<file path="config.mk">
export PLATFORM = sky130hd
export DESIGN_NAME = bpf_controller
export DESIGN_NICKNAME = d
export VERILOG_FILES = /design/src/rtl/bpf_pkg.sv /design/src/rtl/bpf_controller.sv
export VERILOG_INCLUDE_DIRS = /design/src /design/src/rtl
export SDC_FILE = /design/constraint.sdc
export NUM_CORES = 1
export LEC_CHECK = 0
export BUFFER_PORTS_ARGS = -buffer_cell sky130_fd_sc_hd__buf_4
export CAP_MARGIN = 0
export CELL_PAD_IN_SITES_DETAIL_PLACEMENT = 1
export CELL_PAD_IN_SITES_GLOBAL_PLACEMENT = 1
export CORE_AREA = 2 2 39 41
export DETAILED_ROUTE_END_ITERATION = 7
export DIE_AREA = 0 0 41 43
export PLACE_DENSITY = 0.51
export SYNTH_ARGS = -nofsm -noshare
export SYNTH_HDL_FRONTEND = slang
export SYNTH_SLANG_ARGS = --single-unit
</file>
<file path="constraint.sdc">
create_clock -name clock -period 1.8 [get_ports clock]
set_input_delay 0.27 -clock clock [delete_from_list [all_inputs] [get_ports clock]]
set_output_delay 0.27 -clock clock [all_outputs]
set_load 0.05 [all_outputs]
</file>
<file path="src/rtl/border_padding_fetch_unit_macros.svh">
// assertion helpers used by the controller
`ifndef BORDER_PADDING_FETCH_UNIT_MACROS_SVH
`define BORDER_PADDING_FETCH_UNIT_MACROS_SVH

// same-cycle implication on clock, disabled during reset
`define BPF_ASSERT_NOW(label, ante, cons, msg) \
   label: assert property (@(posedge clock) disable iff (reset) (ante) |-> (cons)) \
      else $error(msg);

// next-cycle implication on clock, disabled during reset
`define BPF_ASSERT_NEXT(label, ante, cons, msg) \
   label: assert property (@(posedge clock) disable iff (reset) (ante) |=> (cons)) \
      else $error(msg);

`endif

</file>
<file path="src/rtl/bpf_pkg.sv">
package bpf_pkg;

   // parameter defaults
   localparam int DEF_MAX_WIDTH    = 64;
   localparam int DEF_MAX_HEIGHT   = 64;
   localparam int DEF_MAX_PAD      = 63;
   localparam int DEF_ELEMENT_BITS = 32;

   // fixed field widths
   localparam int COORD_BITS   = 8;
   localparam int DATA_BITS    = 32;
   localparam int MODE_BITS    = 2;
   localparam int SIZE_BITS    = 7;
   localparam int PAD_BITS     = 6;
   localparam int STATUS_BITS  = 2;
   localparam int CSR_IDX_BITS = 3;
   localparam int REQ_TDATA_BITS = 48;
   localparam int RSP_TDATA_BITS = 40;

   // width of padded-axis arithmetic: pads and sizes sum to at most 253
   localparam int AXIS_BITS = 9;

   // register indexes
   localparam logic [CSR_IDX_BITS-1:0] CSR_PAD_MODE     = 3'd0;
   localparam logic [CSR_IDX_BITS-1:0] CSR_IMAGE_WIDTH  = 3'd1;
   localparam logic [CSR_IDX_BITS-1:0] CSR_IMAGE_HEIGHT = 3'd2;
   localparam logic [CSR_IDX_BITS-1:0] CSR_PAD_LEFT     = 3'd3;
   localparam logic [CSR_IDX_BITS-1:0] CSR_PAD_RIGHT    = 3'd4;
   localparam logic [CSR_IDX_BITS-1:0] CSR_PAD_TOP      = 3'd5;
   localparam logic [CSR_IDX_BITS-1:0] CSR_PAD_BOTTOM   = 3'd6;
   localparam logic [CSR_IDX_BITS-1:0] CSR_FILL_VALUE   = 3'd7;

   // register reset values
   localparam logic [SIZE_BITS-1:0] RESET_IMAGE_SIZE = 7'd64;

   // padding modes
   localparam logic [MODE_BITS-1:0] MODE_CONSTANT  = 2'd0;
   localparam logic [MODE_BITS-1:0] MODE_REFLECT   = 2'd1;
   localparam logic [MODE_BITS-1:0] MODE_REPLICATE = 2'd2;
   localparam logic [MODE_BITS-1:0] MODE_UNUSED    = 2'd3;

   // request kinds
   localparam logic KIND_LOAD  = 1'b0;
   localparam logic KIND_FETCH = 1'b1;

   // response status codes
   localparam logic [STATUS_BITS-1:0] STATUS_OK        = 2'd0;
   localparam logic [STATUS_BITS-1:0] STATUS_REFLECT   = 2'd1;
   localparam logic [STATUS_BITS-1:0] STATUS_OUT_RANGE = 2'd2;

   // controller to datapath commands
   typedef struct packed {
      logic capture;
      logic map;
      logic access;
      logic load_out;
   } bpf_cmd_type;

endpackage

</file>
<file path="src/rtl/bpf_controller.sv">
`include "border_padding_fetch_unit_macros.svh"

module bpf_controller (
   input  logic                 clock,
   input  logic                 reset,
   input  logic                 req_tvalid,
   output logic                 req_tready,
   output logic                 rsp_tvalid,
   input  logic                 rsp_tready,
   output bpf_pkg::bpf_cmd_type cmd
);
   import bpf_pkg::*;

   typedef enum logic [1:0] {
      S_IDLE,
      S_MAP,
      S_ACCESS,
      S_OUT
   } state_type;

   state_type state_ff, state_in;
   logic      ready_ff, ready_in;
   logic      valid_ff, valid_in;
   logic      req_taken;

   // commands follow the state
   always_comb begin
      cmd.capture  = req_tvalid && ready_ff;
      cmd.map      = (state_ff == S_MAP);
      cmd.access   = (state_ff == S_ACCESS);
      cmd.load_out = (state_ff == S_OUT) && (!valid_ff || rsp_tready);
   end

   // next state and registered outputs
   always_comb begin
      state_in = state_ff;
      unique case (state_ff)
         S_IDLE:   if (cmd.capture) state_in = S_MAP;
         S_MAP:    state_in = S_ACCESS;
         S_ACCESS: state_in = S_OUT;
         S_OUT:    if (cmd.load_out) state_in = S_IDLE;
         default:  state_in = S_IDLE;
      endcase
      ready_in = (state_in == S_IDLE);
      if (cmd.load_out) valid_in = 1'b1;
      else if (rsp_tready) valid_in = 1'b0;
      else valid_in = valid_ff;
   end

   // input stays closed during reset
   always_ff @(posedge clock) begin
      if (reset) begin
         state_ff <= S_IDLE;
         ready_ff <= 1'b0;
         valid_ff <= 1'b0;
      end else begin
         state_ff <= state_in;
         ready_ff <= ready_in;
         valid_ff <= valid_in;
      end
   end

   assign req_tready = ready_ff;
   assign rsp_tvalid = valid_ff;
   assign req_taken  = req_tvalid && req_tready;

   `BPF_ASSERT_NEXT(a_accept_closes_input, req_taken, !req_tready, "input open after accept")
   `BPF_ASSERT_NOW(a_map_after_accept, cmd.map, $past(req_taken), "map without accept")
   `BPF_ASSERT_NOW(a_access_after_map, cmd.access, $past(cmd.map), "access without map")
   `BPF_ASSERT_NOW(a_no_result_overwrite, cmd.load_out, !valid_ff || rsp_tready, "overwrite")

endmodule

</file>
### After elaboration in Yosys (flattened, before gate mapping)

Index checks and enable logic that the tools add are counted.

| word-level totals | value |
|---|---|
| bits in registers | 4 |
| input bits | 4 |
| output and inout port bits | 6 |

| operators by class | value |
|---|---|
| equality and inequality tests | 3 |
| multiplexer cells | 5 |
| reduce and logical (&&, ||, !) cells | 7 |

Operators by type and width:

| cell | count |
|---|---|
| $pmux W2 S4 | 1 |
| $eq A2 B2 Y1 const B | 2 |
| $logic_not A2 Y1 | 2 |
| $mux W2 | 2 |
| $eq A2 B1 Y1 const B | 1 |
| $logic_and A1 B1 Y1 | 2 |
| $mux W1 | 2 |
| $reduce_bool A2 Y1 | 1 |
| $logic_not A1 Y1 | 1 |
| $logic_or A1 B1 Y1 | 1 |

### Depth between registers and ports, before layout

| depth | value |
|---|---|
| depth after elaboration | 6 |
| mapped depth | 3 |

### Worst setup path after synthesis

No wires, ideal clock.

| timing path | value |
|---|---|
| path type | reg-to-output |
| start | register state_ff[1] |
| end | output port cmd[1] (netlist name) |
| arrival | 1.141 ns |
| data required time | 1.530 ns |
| setup slack | 0.389 ns |
| stages on the path, launching flop included | 2 |
| cells stage by stage | dfxtp_1 nor2b_1 |

RTL lines:

| item | line | source |
|---|---|---|
| start, declared | bpf_controller.sv:21 | `state_type state_ff, state_in;` |
| start signal, assigned | bpf_controller.sv:57 | `state_ff <= state_in;` |
| end, declared | bpf_controller.sv:10 | `output bpf_pkg::bpf_cmd_type cmd` |

==> results.py <==
metrics = {
    "cts": {
        "cts_tree": "built",
        "postCtsSetupBuffers": 0,
        "htree_levels": 1,
        "cts_root_buffer": "clkbuf_4",
        "ctsHoldBuffers": 0,
        "clock_latency_ns": 0.23,
        "cts_resized": 0,
        "clk_pin_slew_ns": 0.04,
        "cts_sinks": 4,
        "cts_made_buffers": 3,
        "clock_path_buffers": 2,
    },
    "sta": {
        "min_period_ns": 1.41,
        "fin_skew_ns": 0.00520,
        "tightest_slew_ns": 0.232,
        "tns_ns": 0,
        "fmax_mhz": 710,
        "relSlewSlack_pct": 84.5,
        "rsz0062_at_grt": "no",
        "final.period_utilization_pct": 78.2,
        "slew_violations": 0,
        "setup_viol": 0,
        "hold_violations": 0,
    },
    "setup_path": {
        "worst_ep_arrival_time_ns": 1.14,
        "path_max_fanout": 8,
        "worstSetupPathType": "flip-flop to primary output",
        "critPathCaptureType": "primary output",
        "reg2reg_slack_ns": 0.93,
        "crit_required_ns": 1.53,
        "startpoint_type": "flip-flop",
    },
    "synth": {
        "async_flop_share_pct": 0,
        "ys_top_cells_by_area": "dfxtp_1, nand2b_4, nor2b_4",
        "synthCells": 20,
        "yosys-top-cells-count": "dfxtp_1, nor2_1",
        "synth_seq_area_share_pct": 41.8,
        "syn_avg_cell_area_sq_um": 9.57,
        "synth_warnings": 0,
        "synth_fp_nets": 24,
        "synth-main-ff-cell": "dfxtp_1",
        "syn_area_sq_um": 191,
        "ys_seq_elements": 4,
        "yosysMostFrequentCell": "dfxtp_1",
        "synth_edf_count": 0,
        "synth_top_area_share_pct": 41.8,
        "synthDistinctLibCells": 15,
        "synth_top_area_cell": "dfxtp_1",
    },
    "finish": {
        "final_util_pct": 21.2,
        "drive_above_1_share_pct": 48.4,
        "regArea_sq_um": 80.1,
        "multi_input_area_sq_um": 104,
        "area_growth_pct": 53.6,
        "nFillCells": 168,
        "fin_nets": 37,
        "instances_no_fill": 47,
        "antenna_cells": 0,
    },
    "global_route": {
        "antenna_found_initial": 0,
        "grt_pass1_wl_um": 710,
        "grt_overflow": 0,
        "grt_pass1_vias": 172,
        "gr-usage-all-layers_pct": 6.92,
        "grt_max_degree": 9,
    },
    "place": {
        "place_congestion": 0.674,
        "place_inst": 44,
        "io_buffers": 9,
        "hpwl_um": 339,
    },
    "die": {
        "rows": 14,
        "coreArea_sq_um": 1380,
        "io-pin-count": 10,
        "dieArea_sq_um": 1760,
        "start_util_pct": 13.8,
        "die_w_um": 41,
        "dieHeight_um": 43,
    },
    "detailed_routing": {
        "drt_iter0_drc": 8,
        "dr.pass1.iters": 3,
        "ant_nets": 0,
        "viasPerCell": 3.89,
        "wl_per_cell_um": 9.62,
        "num_vias": 183,
        "drcViolationCount": 0,
        "wl_um": 452,
    },
    "power": {
        "p_sw_mw": 0.0945,
        "pwr-share-comb_pct": 27.5,
        "pwr-share-seq_pct": 36.2,
        "power_frac_clock_pct": 36.3,
        "vdd_ir_drop_max_mv": 0.421,
        "p_int_mw": 0.202,
        "power_leakage_nw": 0.137,
        "power.density_nw_per_um2": 1010,
        "p_total_mw": 0.297,
        "swShare_pct": 31.9,
    },
    "flow_run": {
        "max-cap-violations": 0,
    },
    "status": {
        "status": "complete, no violations",
    },
    "worst_hold_path": {
        "hp-class": "input pin to flip-flop",
    },
}
[power by group through the flow]
stage / Sequential [mW] / Combinational, mW / Clock, mW
after floorplan: 0.119 / 0.0455 / 0
after global placement: 0.108 / 0.0809 / 0
after detailed placement: 0.109 / 0.0816 / 0
after CTS: 0.107 / 0.0820 / 0.117
after global routing: 0.109 / 0.0863 / 0.127
final: 0.107 / 0.0814 / 0.108
[sequential cells by signal (all words and copies together), names as in the netlist]
signal,count
state_ff,2
rsp_tvalid,1
req_tready,1
[metal layers]
layer	GRT usage (%)	part of all wire (%)	vias up
met5	0	0	-
met4	4.00	0	0
met3	9.42	17	0
met2	6.88	37	12
met1	7.37	45	81
li1	-	-	90
[layout make-up]
| class | count | share of cell area (%) |
|---|---|---|
| multi-input cells | 15 | 35.3 |
| well taps | 16 | 6.81 |
| clock buffers | 3 | 7.66 |
| repair buffers | 9 | 23.0 |
| flip-flops and latches | 4 | 27.2 |
[logic make-up after synthesis]
kind of cell           count (synthesis)  share of synthesized area [%]
AO/OA/AOI/OAI                          4                           14.4
buffers and inverters                  1                           3.92
flip-flops                             4                           41.8
AND/OR/NAND/NOR                       11                           39.9
[final timing paths]
kind / startpoint / to / cells after the start
worst max-delay path: state_ff[1] / cmd[0] / 3
worst min-delay path: reset / req_tready / 2
worst max register to register: state_ff[1] / state_ff[1] / 3
worst min register to register: rsp_tvalid / rsp_tvalid / 2
[per-stage QoR]
stage	hold slack (ns)	cell area, sq um	setup WS (ns)
3_3_place_gp	0.470	272	0.660
2_1_floorplan	0.339	191	0.389
5_1_grt	0.226	294	0.279
4_1_cts	0.219	294	0.380
6_report	0.234	294	0.392
3_5_place_dp	0.474	272	0.635
[critical path, stage by stage, from the launching register on]
cell	delay, ns
dfxtp_1	0.43
nand2_1	0.15
nor2b_4	0.13
buf_4	0.20
[layout by cell type, fill, tap and decap left out, drive strengths merged]
master | Yosys | final
a211oi | 1 | 1
a21oi | 1 | 1
a31oi | 1 | 1
and2 | 1 | 1
and2b | 1 | 1
buf | 1 | 9
clkbuf | 0 | 3
dfxtp | 4 | 4
nand2 | 1 | 1
nand2b | 2 | 2
nor2 | 3 | 3
nor2b | 2 | 2
nor3 | 1 | 1
o32ai | 1 | 1
No activity file was read; power rests on OpenSTA's default activity.
